## src/rtl/itcg_pkg.sv

```systemverilog
// Shared types, constants and lookup functions for the intensity-to-glyph cell encoder.
`default_nettype none

package itcg_pkg;

    // Port width of the intensity field and the number of its bits that are used.
    localparam int INTENSITY_W    = 8;
    localparam int INTENSITY_BITS = 8;
    localparam int ROM_DEPTH      = 1 << INTENSITY_BITS;
    localparam int FULL_SCALE     = ROM_DEPTH - 1;

    localparam int GLYPH_W   = 16;
    localparam int COLOR_W   = 8;
    localparam int ATTR_W    = 10;
    localparam int RAMP_LEN  = 13;
    localparam int LEVEL_MAX = 51;
    localparam int LEVEL_DEN = 52;
    localparam int GAMMA_NUM = 19;   // gamma 1.9 as 19/10
    localparam int GAMMA_DEN = 10;
    localparam int TEXT_IDX_MIN = 8;

    // Wide enough for 52^10 * x^19 and 51^10 * M^19.
    localparam int BIG_W = GAMMA_NUM * INTENSITY_BITS + 64;

    // Wide-character flags, bits 9:8 of the cell attribute.
    localparam logic [1:0] WFLAG_NONE  = 2'b00;
    localparam logic [1:0] WFLAG_LEAD  = 2'b01;
    localparam logic [1:0] WFLAG_TRAIL = 2'b10;

    typedef struct packed {
        logic [1:0] band;
        logic [3:0] idx;     // already mirrored on odd bands
    } t_gamma_entry;

    typedef t_gamma_entry [ROM_DEPTH-1:0] t_gamma_rom;

    typedef struct packed {
        logic [GLYPH_W-1:0] glyph;
        logic [COLOR_W-1:0] attr;
    } t_cell;

    typedef struct packed {
        logic               valid;
        logic [GLYPH_W-1:0] text_code;
        logic               row_end;
    } t_s1_item;

    // Exact gamma test: level is the largest L with 52^10 x^19 >= L^10 M^19.
    function automatic t_gamma_rom build_gamma_rom();
        t_gamma_rom       rom;
        logic [BIG_W-1:0] lhs;
        logic [BIG_W-1:0] scale;
        logic [BIG_W-1:0] rhs;
        int               level;
        int               band;
        int               idx;
        rom   = '0;
        scale = BIG_W'(1);
        for (int k = 0; k < GAMMA_NUM; k++) begin
            scale = scale * BIG_W'(FULL_SCALE);
        end
        for (int x = 0; x < ROM_DEPTH; x++) begin
            lhs = BIG_W'(1);
            for (int k = 0; k < GAMMA_NUM; k++) begin
                lhs = lhs * BIG_W'(x);
            end
            for (int k = 0; k < GAMMA_DEN; k++) begin
                lhs = lhs * BIG_W'(LEVEL_DEN);
            end
            level = 0;
            for (int lv = LEVEL_MAX; lv >= 1; lv--) begin
                if (level == 0) begin
                    rhs = scale;
                    for (int k = 0; k < GAMMA_DEN; k++) begin
                        rhs = rhs * BIG_W'(lv);
                    end
                    if (lhs >= rhs) begin
                        level = lv;
                    end
                end
            end
            band = level / RAMP_LEN;
            idx  = level % RAMP_LEN;
            if ((band % 2) == 1) begin
                idx = RAMP_LEN - 1 - idx;
            end
            rom[x].band = 2'(band);
            rom[x].idx  = 4'(idx);
        end
        return rom;
    endfunction

    localparam t_gamma_rom GAMMA_ROM = build_gamma_rom();

    // Ramp " .,:x!|X#%@$M", darkest first.
    function automatic logic [GLYPH_W-1:0] ramp_glyph(input logic [3:0] idx);
        logic [GLYPH_W-1:0] g;
        case (idx)
            4'd0:    g = 16'h0020;
            4'd1:    g = 16'h002E;
            4'd2:    g = 16'h002C;
            4'd3:    g = 16'h003A;
            4'd4:    g = 16'h0078;
            4'd5:    g = 16'h0021;
            4'd6:    g = 16'h007C;
            4'd7:    g = 16'h0058;
            4'd8:    g = 16'h0023;
            4'd9:    g = 16'h0025;
            4'd10:   g = 16'h0040;
            4'd11:   g = 16'h0024;
            4'd12:   g = 16'h004D;
            default: g = 16'h0020;
        endcase
        return g;
    endfunction

    function automatic logic [COLOR_W-1:0] plain_attr(input logic [1:0] band);
        logic [COLOR_W-1:0] a;
        case (band)
            2'd0:    a = 8'h08;
            2'd1:    a = 8'h80;
            2'd2:    a = 8'h84;
            2'd3:    a = 8'h48;
            default: a = 8'h08;
        endcase
        return a;
    endfunction

    function automatic logic [COLOR_W-1:0] text_attr(input logic [1:0] band);
        logic [COLOR_W-1:0] a;
        case (band)
            2'd0:    a = 8'h80;
            2'd1:    a = 8'h08;
            2'd2:    a = 8'h48;
            2'd3:    a = 8'h84;
            default: a = 8'h80;
        endcase
        return a;
    endfunction

endpackage

`default_nettype wire

```

## src/rtl/itcg_lookup.sv

```systemverilog
// Gamma ROM, ramp glyph and attribute selection for one cell.
`default_nettype none

module itcg_lookup (
    input  wire logic [itcg_pkg::INTENSITY_W-1:0] i_intensity,
    input  wire logic [itcg_pkg::GLYPH_W-1:0]     i_text_code,
    output itcg_pkg::t_cell                       o_cell
);

    logic [itcg_pkg::INTENSITY_BITS-1:0] w_x;
    itcg_pkg::t_gamma_entry              w_ent;
    logic                                w_has_text;

    assign w_x        = itcg_pkg::INTENSITY_BITS'(i_intensity);
    assign w_ent      = itcg_pkg::GAMMA_ROM[w_x];
    assign w_has_text = |i_text_code;

    always_comb begin
        o_cell.glyph = itcg_pkg::ramp_glyph(w_ent.idx);
        o_cell.attr  = itcg_pkg::plain_attr(w_ent.band);
        if (w_has_text) begin
            o_cell.glyph = i_text_code;
            if (w_ent.idx >= 4'(itcg_pkg::TEXT_IDX_MIN)) begin
                o_cell.attr = itcg_pkg::text_attr(w_ent.band);
            end
        end
    end

endmodule

`default_nettype wire

```

## src/rtl/itcg_out_stage.sv

```systemverilog
// Result register with wide-character hold and lead/trail split.
`default_nettype none

module itcg_out_stage (
    input  wire logic                          i_clk,
    input  wire logic                          i_rst_n,
    input  wire itcg_pkg::t_s1_item            i_item,
    input  wire itcg_pkg::t_cell               i_cell,
    output logic                               o_take,
    output logic                               o_out_valid,
    input  wire logic                          i_out_stall,
    output logic [itcg_pkg::GLYPH_W-1:0]       o_glyph,
    output logic [itcg_pkg::ATTR_W-1:0]        o_cell_attr,
    output logic                               o_row_done
);

    logic                            r_out_valid, n_out_valid;
    logic [itcg_pkg::GLYPH_W-1:0]    r_glyph, n_glyph;
    logic [itcg_pkg::ATTR_W-1:0]     r_attr, n_attr;
    logic                            r_done, n_done;
    logic                            r_wide_pending, n_wide_pending;
    logic                            r_trail_due, n_trail_due;
    logic                            r_trail_rend, n_trail_rend;
    logic [itcg_pkg::GLYPH_W-1:0]    r_held_glyph, n_held_glyph;
    logic [itcg_pkg::COLOR_W-1:0]    r_held_attr, n_held_attr;
    logic                            w_out_free;
    logic                            w_wide_new;

    always_comb begin
        w_out_free = !r_out_valid || !i_out_stall;
        w_wide_new = (|i_item.text_code[15:8]) && !i_item.row_end;
        o_take     = i_item.valid && !r_trail_due &&
                     (w_out_free || (!r_wide_pending && w_wide_new));

        n_out_valid    = r_out_valid;
        n_glyph        = r_glyph;
        n_attr         = r_attr;
        n_done         = r_done;
        n_wide_pending = r_wide_pending;
        n_trail_due    = r_trail_due;
        n_trail_rend   = r_trail_rend;
        n_held_glyph   = r_held_glyph;
        n_held_attr    = r_held_attr;

        if (r_trail_due) begin
            if (w_out_free) begin
                n_out_valid = 1'b1;
                n_glyph     = r_held_glyph;
                n_attr      = {itcg_pkg::WFLAG_TRAIL, r_held_attr};
                n_done      = r_trail_rend;
                n_trail_due = 1'b0;
            end
        end else if (o_take) begin
            if (r_wide_pending) begin
                // covered cell: its fields are dropped except row_end
                n_out_valid    = 1'b1;
                n_glyph        = r_held_glyph;
                n_attr         = {itcg_pkg::WFLAG_LEAD, r_held_attr};
                n_done         = 1'b0;
                n_wide_pending = 1'b0;
                n_trail_due    = 1'b1;
                n_trail_rend   = i_item.row_end;
            end else if (w_wide_new) begin
                n_wide_pending = 1'b1;
                n_held_glyph   = i_cell.glyph;
                n_held_attr    = i_cell.attr;
                if (w_out_free) begin
                    n_out_valid = 1'b0;
                end
            end else begin
                n_out_valid = 1'b1;
                n_glyph     = i_cell.glyph;
                n_attr      = {itcg_pkg::WFLAG_NONE, i_cell.attr};
                n_done      = i_item.row_end;
            end
        end else if (w_out_free) begin
            n_out_valid = 1'b0;
        end
    end

    always_ff @(posedge i_clk) begin
        if (!i_rst_n) begin
            r_out_valid    <= 1'b0;
            r_wide_pending <= 1'b0;
            r_trail_due    <= 1'b0;
        end else begin
            r_out_valid    <= n_out_valid;
            r_wide_pending <= n_wide_pending;
            r_trail_due    <= n_trail_due;
        end
    end

    always_ff @(posedge i_clk) begin
        r_glyph      <= n_glyph;
        r_attr       <= n_attr;
        r_done       <= n_done;
        r_trail_rend <= n_trail_rend;
        r_held_glyph <= n_held_glyph;
        r_held_attr  <= n_held_attr;
    end

    assign o_out_valid = r_out_valid;
    assign o_glyph     = r_glyph;
    assign o_cell_attr = r_attr;
    assign o_row_done  = r_done;

    // a pending trail means the lead already left the hold
    a_trail_not_pending: assert property (@(posedge i_clk) disable iff (!i_rst_n)
        r_trail_due |-> !r_wide_pending)
        else $error("trail due while wide still pending");

    a_trail_has_lead: assert property (@(posedge i_clk) disable iff (!i_rst_n)
        r_trail_due |-> r_out_valid)
        else $error("trail due with empty result register");

    a_lead_then_trail: assert property (@(posedge i_clk) disable iff (!i_rst_n)
        (r_out_valid && r_attr[8]) |-> r_trail_due)
        else $error("lead half shown without its trail queued");

    a_trail_loaded: assert property (@(posedge i_clk) disable iff (!i_rst_n)
        $fell(r_trail_due) |-> (r_out_valid && r_attr[9]))
        else $error("trail half not loaded when trail cleared");

endmodule

`default_nettype wire

```

## src/rtl/intensity_to_console_glyph.sv

```systemverilog
// Top level of the intensity-to-console-glyph cell encoder.
`default_nettype none

// Converts a stream of screen cells (8-bit intensity, optional 16-bit text code,
// row_end marker) into console cells: a 16-bit glyph and a 10-bit attribute.
// Intensity goes through a gamma 1.9 ROM to a level 0..51; level mod 13 picks a
// ramp glyph (mirrored on odd bands) and level div 13 picks one of four color
// bytes. Nonzero text replaces the glyph and, for ramp index 8 or more, uses the
// text color set. A text code above 255 is a wide character: that word yields no
// result by itself; the following word (only its row_end is used) yields two
// results, the held cell with bit 8 (leading half) and its copy with bit 9
// (trailing half), the copy carrying that word's row_end. A wide character on the
// last cell of a row comes out as one plain cell without flags.
// Timing: one word per clock in and out unless output stall or a wide char holds
// it; input register, then result register, with the gamma ROM and glyph/color
// lookup between them. The word after a wide character fills the result register
// for both halves, so input stalls while the trail is due. An output-stalled
// result does not block input for one further word; the input register buffers it.
// No clearing pass after reset; the block takes words right away.
module intensity_to_console_glyph (
    input  wire logic                              i_clk,
    input  wire logic                              i_rst_n,
    input  wire logic                              i_in_valid,
    output logic                                   o_in_stall,
    input  wire logic [itcg_pkg::INTENSITY_W-1:0]  i_intensity,
    input  wire logic [itcg_pkg::GLYPH_W-1:0]      i_text_code,
    input  wire logic                              i_row_end,
    output logic                                   o_out_valid,
    input  wire logic                              i_out_stall,
    output logic [itcg_pkg::GLYPH_W-1:0]           o_glyph,
    output logic [itcg_pkg::ATTR_W-1:0]            o_cell_attr,
    output logic                                   o_row_done
);

    // input register stage
    logic                              r_s1_valid;
    logic [itcg_pkg::INTENSITY_W-1:0]  r_s1_intensity;
    logic [itcg_pkg::GLYPH_W-1:0]      r_s1_text;
    logic                              r_s1_row_end;
    logic                              n_s1_valid;

    itcg_pkg::t_s1_item                w_item;
    itcg_pkg::t_cell                   w_cell;
    logic                              w_take;

    // stage 1 may refill in the same clock that its word moves on
    assign o_in_stall = r_s1_valid && !w_take;
    assign n_s1_valid = o_in_stall ? r_s1_valid : i_in_valid;

    always_ff @(posedge i_clk) begin
        if (!i_rst_n) begin
            r_s1_valid <= 1'b0;
        end else begin
            r_s1_valid <= n_s1_valid;
        end
    end

    always_ff @(posedge i_clk) begin
        if (i_in_valid && !o_in_stall) begin
            r_s1_intensity <= i_intensity;
            r_s1_text      <= i_text_code;
            r_s1_row_end   <= i_row_end;
        end
    end

    assign w_item.valid     = r_s1_valid;
    assign w_item.text_code = r_s1_text;
    assign w_item.row_end   = r_s1_row_end;

    itcg_lookup u_lookup (
        .i_intensity (r_s1_intensity),
        .i_text_code (r_s1_text),
        .o_cell      (w_cell)
    );

    itcg_out_stage u_out (
        .i_clk       (i_clk),
        .i_rst_n     (i_rst_n),
        .i_item      (w_item),
        .i_cell      (w_cell),
        .o_take      (w_take),
        .o_out_valid (o_out_valid),
        .i_out_stall (i_out_stall),
        .o_glyph     (o_glyph),
        .o_cell_attr (o_cell_attr),
        .o_row_done  (o_row_done)
    );

endmodule

`default_nettype wire
```

## config.mk

```make
export PLATFORM = sky130hd
export DESIGN_NAME = intensity_to_console_glyph
export DESIGN_NICKNAME = d
export VERILOG_FILES = /design/src/rtl/itcg_pkg.sv /design/src/rtl/itcg_lookup.sv /design/src/rtl/itcg_out_stage.sv /design/src/rtl/intensity_to_console_glyph.sv
export SDC_FILE = /design/constraint.sdc
export NUM_CORES = 1
export LEC_CHECK = 0
export ABC_AREA = 1
export BUFFER_PORTS_ARGS = -buffer_cell sky130_fd_sc_hd__buf_2
export CAP_MARGIN = 10
export CELL_PAD_IN_SITES_DETAIL_PLACEMENT = 1
export CELL_PAD_IN_SITES_GLOBAL_PLACEMENT = 2
export CORE_MARGIN = 3
export CORE_UTILIZATION = 36
export DETAILED_ROUTE_END_ITERATION = 8
export PLACE_DENSITY = 0.86
export SETUP_SLACK_MARGIN = 0.1
export SLEW_MARGIN = 30
export SYNTH_ARGS = -nofsm -noshare
export SYNTH_HDL_FRONTEND = slang
export SYNTH_SLANG_ARGS = --single-unit
```

## constraint.sdc

```tcl
create_clock -name i_clk -period 2.4 [get_ports i_clk]
set_input_delay 0.48 -clock i_clk [delete_from_list [all_inputs] [get_ports i_clk]]
set_output_delay 0.48 -clock i_clk [all_outputs]
set_load 0.005 [all_outputs]
```

Yosys cells after proc, flatten, opt, wreduce, memory -nomap -nowiden
Memory sizes are Yosys's and may differ from the RTL's. A register that Yosys moved wholly into a read port is not among the register bits.
Cells that the tools add are included.
- flip-flop bits (word level): 81
- memories: 2
- output and inout bits: 29
- bits in read-only memories: 1648
- memories (memory ; words ; bits a word ; rd ports ; clocked after memory_dff ; write ports ; RTL line ; RTL):
    (name not given) ; 256 ; 6 ; 1 ; 1 ; 0 ; itcg_lookup.sv:15 ; assign w_ent = itcg_pkg::GAMMA_ROM[w_x];
    (name not given) ; 16 ; 7 ; 1 ; 0 ; 0 ; itcg_pkg.sv:98 ; case (idx)
- order comparisons: 2
- bitwise gates (word level): 2
- reduce and logical (&&, ||, !) cells: 23
- multiplexer cells: 33
- equality and inequality tests: 5
- operators by type and width (operator ; count):
    16-bit two-way mux ; 5
    8-bit one-hot mux with 4 select lines ; 2
    10-bit two-way mux ; 5
    24-bit two-way mux ; 1
    1-bit two-way mux ; 17
    8-bit two-way mux ; 2
    16-bit OR reduction ; 1
    8-bit by 9-bit less-than comparator with 1-bit output, second input constant ; 1
    8-bit OR reduction ; 1
    1-bit zero test ; 7
    1-bit logical AND ; 6
    6-bit two-way mux ; 1
    3-bit AND reduction ; 2
    2-bit equality test, second input constant ; 2
    4-bit >= comparator, second input constant ; 1
    4-bit AND reduction ; 1
    3-bit by 1-bit != test with 1-bit output, second input constant ; 1
    2-bit by 1-bit equality test with 1-bit output, second input constant ; 1
    2-bit zero test ; 1
    1-bit logical OR ; 2
    2-bit != test, second input constant ; 1
    1-bit NOT ; 2
    2-bit AND reduction ; 1
    2-bit nonzero test ; 1

Logic depth before layout (Yosys ltp)
Gate-level depths: netlist (run 1).
- word-level depth: 10
- mapped depth: 19
- depth with buffers taken out: 19

Modules after synthesis
Synthesis (run 1) repeated with hierarchy kept, for this count alone.
- cells, all modules: 441
- area, all modules: 4106.4 um2
- by module, submodules not included (module ; cells each ; area each (um2) ; sequential area each (um2) ; instances):
    itcg_out_stage ; 169 ; 2115.8 ; 1621.6 ; 1
    itcg_lookup ; 239 ; 1189.9 ; 0.0 ; 1
    intensity_to_console_glyph ; 33 ; 800.8 ; 770.7 ; 1

Worst setup path before layout (run 1)
No wires, ideal clock.
- kind: input to register
- from: in i_out_stall
- to: reg u_lookup.w_ent[0] (netlist name)
- setup time: 116 ps
- arrival time: 2093 ps
- required time: 2284 ps
- stages on the path: 15
- path buffers: 1
- path slack: 191 ps
- cell sequence: nand2_1 > nand3_2 > nand3_4 > nand2_4 > inv_2 > nand2_1 > nand2_1 > buf_6 > nand3_1 > nand3_1 > nand2_1 > a21oi_1 > nand2_1 > nand2_1 > nand2_1
- RTL lines (what ; RTL line ; RTL):
    start: declaration ; intensity_to_console_glyph.sv:29 ; input wire logic i_out_stall,

==> impl_metrics.tcl, run 1 <==
set metrics [dict create \
    status "finished, final reports clean" \
    synth-async-reset-ratio 0 \
    crit_slowest_cell "edfxtp_1" \
    grt_pass1_wl_mm 15.50 \
    path_delay_family "simple AND/OR/NAND/NOR gates" \
    h-tree-depth 3 \
    drive_gt1_frac 0.2671 \
    crit_chain "inv_1, nand2_1, nor2_1, nand2_1, nand3_2, nand3_4, nand2_8, buf_4, o21ai_4, buf_6, nand3_1, a21oi_2, o21ai_1, nand2_1, nand2_1, nand2_1" \
    grt_max_degree 26 \
    yosys_warnings 0 \
    skew_ps 6.121 \
    boundaryPins 58 \
    critical_path_class "reg -> reg" \
    crit_required_ps 2670 \
    drtIter0Drc 173 \
    start_kind "flop" \
    routed-via-count 3099 \
    wl_mm 9.504 \
    crit_path_max_fanout 16 \
    gp_congestion 0.8876 \
    clock-sinks 79 \
    start_util 0.3704 \
    pre_cts_ws_ps -30.47 \
    cp_num_buf_inv 3 \
    peakVddDrop_uv 438.5 \
    die_area_um2 12560 \
    clock_latency_ps 330 \
    fin_nets 533 \
    fin_ws_ps 157.5 \
    period_needed_ps 2242 \
    leakagePower_nw 2.128 \
    syn_area_um2 4050 \
    synth-seq-cells 79 \
    maxCapViolations 0 \
    finalCritPeriodShare 0.9344 \
    drv_slew 0 \
    globalRoute.totalOverflow 0 \
    tightest_slew_ps 639.4 \
    whs_ps 325.7 \
    io_buffers 53 \
    power_density_nw_per_um2 740.1 \
    first_pass_iters 4 \
    fillers 1272 \
    slowest_delay_ps 360 \
    synth_edf_count 69 \
    cts_buffers 9 \
    final_cell_mix "101 x nand2_1, 69 x edfxtp_1, 53 x buf_2" \
    cts_tree "yes" \
    endpoint_kind "flop" \
    vias_per_cell 4.857 \
    maxSlewHeadroom 0.5733 \
    grt_pass1_vias 3155 \
    rsz0062_at_grt "yes" \
    worstPathArrival_ps 2510 \
    final_common_cell "nand2_1" \
    fmax_mhz 445.9 \
    yosysUniqueCellTypes 41 \
    die_h_um 112.1 \
    die_x_um 112.1 \
    avgRoutedWirePerCell_um 14.90 \
    rows 38 \
    grt_usage 0.1540 \
    hold_path_class "in -> reg" \
    clk_pin_slew_ps 60 \
    path_common_cell "nand2_1" \
    synth-seq-area-share 0.5610 \
    synth.avg_cell_area_um2 9.507 \
    core_area_um2 10940 \
    synth-main-ff-cell "edfxtp_1" \
    dp_hpwl_mm 7.130 \
    postRouteAntennaNets 0 \
    antenna_found_initial 0 \
    setup_viol 0 \
    hold_buffers 0 \
    synthCells 426 \
    synthToLayoutAreaGrowth_pct 22.12 \
    clock-root-buffer "clkbuf_16" \
    drc 0 \
    clk_path_buf_depth 2 \
    hold_viol_final 0 \
    diodes 0 \
]
[per-stage QoR]
| step | TNS, ps | cell area (um^2) | utilization | std cells | total power, W |
|---|---|---|---|---|---|
| 2_1_floorplan | 0 | 4061 | - | 429 | 0.002176 |
| 3_3_place_gp | 0 | 4472 | 0.4089 | 612 | 0.002364 |
| 3_5_place_dp | -57.82 | 4472 | 0.4089 | 612 | 0.002387 |
| 4_1_cts | 0 | 4777 | 0.4368 | 632 | 0.003651 |
| 5_1_grt | -226.2 | 4946 | 0.4523 | 638 | 0.003859 |
| 6_report | 0 | 4946 | 0.4523 | 638 | 0.003660 |
[cell families (layout without fill, tap and decap cells)]
group | after synthesis | in the layout | share of synthesized area
AO/OA/AOI/OAI | 67 | 67 | 0.1013
XOR/XNOR | 1 | 1 | 0.002163
adder cells (fa/ha/maj) | 11 | 11 | 0.03398
buffers and inverters | 75 | 144 | 0.08186
flip-flops | 79 | 79 | 0.5610
other | 1 | 4 | 0.0009259
AND/OR/NAND/NOR | 192 | 192 | 0.2187
[synthesized netlist by cell type, types with 2 or more instances]
cell,n,area (um^2)
nand2_1,106,397.9
edfxtp_1,69,2072
inv_1,48,180.2
nand3_1,33,165.2
nor2_1,27,101.4
o21ai_0,19,95.09
a21oi_1,14,70.07
clkbuf_1,13,48.80
ha_1,11,137.6
dfxtp_1,10,200.2
o21ai_1,10,50.05
a31oi_1,7,43.79
nand2_2,7,43.79
inv_2,5,18.77
buf_4,4,30.03
nand2_4,4,45.04
nand3_2,4,40.04
buf_6,3,33.78
nand3b_1,3,22.52
o211ai_1,3,22.52
a221oi_1,2,17.52
nor2_4,2,22.52
o21ai_2,2,17.52
o21ai_4,2,32.53
o31ai_1,2,15.01
[sequential cells by signal, summed over array words and instances (netlist names), 4 cells and up]
signal,flops
r_s1_text,16
u_out.o_glyph,16
u_out.r_held_glyph,16
r_s1_intensity,8
u_lookup.w_ent,6
u_out.o_cell_attr,6
u_out.r_held_attr,4
[path summary, 6_finish.rpt]
| kind | from | end | slack (ps) | depth (start not counted) |
|---|---|---|---|---|
| setup / recovery | r_s1_text[15] | u_lookup.w_ent[2] | 160 | 16 |
| hold / removal | i_text_code[4] | r_s1_text[4] | 330 | 1 |
| setup reg to reg | r_s1_text[15] | u_lookup.w_ent[2] | 160 | 16 |
| hold reg to reg | r_s1_text[10] | u_out.r_held_glyph[10] | 460 | 0 |
[metal layers]
metal	share of wire	up-vias	global-route usage
met5	0	-	0
met2	0.50	57	0.2682
met1	0.44	1481	0.1909
met4	0.015	0	0.05048
met3	0.038	10	0.03342
li1	-	1551	-
[cell type report]
class	instances	area [um^2]	area share
flip-flops and latches	79	2272	0.4594
repair buffers	75	454.2	0.09183
clock buffers	12	246.5	0.04984
well taps	140	175.2	0.03542
inverters	53	201.4	0.04073
clock inverters	4	23.77	0.004806
multi-input cells	275	1573	0.3180
[power breakdown]
| group | total [W] | leakage (nW) | internal (W) | switching, W |
|---|---|---|---|---|
| Clock | 0.00124 | 0.126 | 0.000724 | 0.000515 |
| Sequential | 0.00168 | 0.733 | 0.00162 | 0.0000566 |
| Combinational | 0.000742 | 1.27 | 0.000272 | 0.000470 |
[repair_timing]
item                                   4_1_cts  5_1_grt
pin swaps                                    3        9
buffers inserted                             4        6
endpoints found under the hold margin        0        0
resized for setup                            2       27
setup endpoints to repair                    4        6
(Power assumes the default switching activity.)
==> run 2, diff against run 1 <==
Settings changed: CORE_MARGIN 3 to 2, GPL_ROUTABILITY_DRIVEN set to 0.
==> run 2 against run 1 <==
Sequential power hardly changed. Cell count is 3.0% higher. Via count is 5.8% higher. Global-route usage is 1.4 points higher. Die area is 3.5% lower.
==> impl_metrics.tcl, run 2 (synthesized netlist as in run 1, its figures left out) <==
set metrics [dict create \
    endpoint_kind "flop" \
    grt_pass1_wl_mm 15.65 \
    final_common_cell "nand2_1" \
    tightest_slew_ps 666.0 \
    total_power_w 0.003510 \
    die_area_um2 12110 \
    first_pass_iters 5 \
    min_to "r_s1_row_end" \
    crit_path_max_fanout 8 \
    synthToLayoutAreaGrowth_pct 28.67 \
    clock_latency_ps 350 \
    period_needed_ps 2314 \
    status "finished, final reports clean" \
    reg2reg_depth 18 \
    core_area_um2 10890 \
    h-tree-depth 3 \
    maxCapViolations 0 \
    peakVddDrop_uv 332.8 \
    power_density_nw_per_um2 673.6 \
    hold_viol_final 0 \
    vias_per_cell 4.992 \
    r2r_start "r_s1_text[10]" \
    diodes 0 \
    start_util 0.3720 \
    grt_usage 0.1683 \
    grt_pass1_vias 3215 \
    design_area_um2 5211 \
    leakagePower_nw 2.238 \
    antenna_found_initial 0 \
    intPower_w 0.002435 \
    rsz0062_at_grt "yes" \
    comb_power_share 0.247 \
    final_cell_mix "85 x nand2_1, 69 x edfxtp_1, 53 x buf_2" \
    clock-root-buffer "clkbuf_8" \
    avgRoutedWirePerCell_um 15.80 \
    hold_buffers 0 \
    start_kind "flop" \
    slowest_delay_ps 420 \
    rows 38 \
    p_sw_frac 0.3063 \
    io_buffers 53 \
    fin_nets 553 \
    maxSlewHeadroom 0.5555 \
    drive_gt1_frac 0.3598 \
    placed_area_um2 4479 \
    hold_depth 1 \
    routed-via-count 3280 \
    wl_mm 10.38 \
    regArea_um2 2272 \
    path_common_cell "nand2_2" \
    power_frac_seq 0.478 \
    fin_cells 657 \
    drv_slew 0 \
    clk_pin_slew_ps 90 \
    multiInputGateArea_um2 1727 \
    die_x_um 110.1 \
    dp_hpwl_mm 6.960 \
    globalRoute.totalOverflow 0 \
    crit_required_ps 2630 \
    whs_ps 301.2 \
    crit_chain "inv_2, nand2_2, nor2_4, nand2_2, nand3_4, nand3_4, nand2_8, buf_6, nand2_2, nand2_4, buf_6, nor2_4, nand2_2, nand3_1, nand2_1, nand2_1, a31oi_1, nand2_1" \
    r2r_slack_ps 90 \
    grt_max_degree 26 \
    clock-sinks 79 \
    fillers 1266 \
    hold_path_class "in -> reg" \
    skew_ps 19.48 \
    finalCritPeriodShare 0.9642 \
    crit_slowest_cell "edfxtp_1" \
    die_h_um 110.1 \
    power_switching_w 0.001075 \
    setup_viol 0 \
    pwr-share-clk 0.274 \
    reg2reg_to "u_lookup.w_ent[0]" \
    postRouteAntennaNets 0 \
    drtIter0Drc 150 \
    cts_tree "yes" \
    critical_path_class "reg -> reg" \
    fmax_mhz 432.1 \
    cts_buffers 9 \
    hp-start "i_row_end" \
    worstPathArrival_ps 2540 \
    dp_cells 613 \
    boundaryPins 58 \
    drc 0 \
    clk_path_buf_depth 2 \
]
run 2: repair_timing:
action                                 in CTS  in global routing
setup endpoints to repair                   4                  6
setup buffers                               7                 21
gates cloned                                1                  0
pin swaps                                   4                 32
gates resized for setup                     8                 81
endpoints found under the hold margin       0                  0
run 2: final cells by class:
type                       instances  area share
clock buffer                      10     0.02449
sequential                        79      0.4360
timing repair buffer              94      0.1241
inverter                          53     0.03914
tap                              140     0.03361
multi-input combinational        276      0.3313
clock inverter                     5     0.01128
run 2: worst max-delay path: cells and delay by family, from the launching register on:
family	cells	cell delay (ps)
AOI/OAI and AO/OA	1	130
buffers and inverters	3	360
DFF	1	420
and+or+nand+nor	14	1290
run 2: power groups by stage:
stage	logic [W]	registers [W]	clock network (W)
3_5_place_dp	0.000673	0.00171	0
5_1_grt	0.000959	0.00169	0.00105
6_report	0.000868	0.00168	0.000963
2_1_floorplan	0.000480	0.00170	0
4_1_cts	0.000704	0.00168	0.000993
3_3_place_gp	0.000661	0.00170	0
run 2: worst max-delay path by stage:
| stage | start | end | slack, ps | depth (start not counted) |
|---|---|---|---|---|
| finish | r_s1_text[10] | u_lookup.w_ent[0] | 90 | 18 |
| global route | r_s1_text[11] | u_lookup.w_ent[2] | -60 | 17 |
| floorplan | i_out_stall | u_lookup.w_ent[0] | 190 | 15 |
| CTS | r_s1_text[11] | u_lookup.w_ent[0] | 100 | 19 |
| global placement | r_s1_text[10] | u_lookup.w_ent[1] | 90 | 19 |
| detailed placement | r_s1_text[12] | u_lookup.w_ent[1] | 2 | 19 |
run 2: stage by stage:
step | utilization | TNS [ps] | worst slack, ps
after floorplan | - | 0 | 191.3
after global placement | 0.4114 | 0 | 85.28
after detailed placement | 0.4114 | 0 | 1.555
after CTS | 0.4375 | 0 | 104.2
after global routing | 0.4786 | -152.9 | -62.36
final | 0.4786 | 0 | 85.94
run 2: per-layer routing:
metal / GRT usage / wire length (um)
met1: 0.2117 / 4479
met2: 0.2914 / 5326
met3: 0.02881 / 331
met4: 0.05787 / 243
met5: 0 / 0
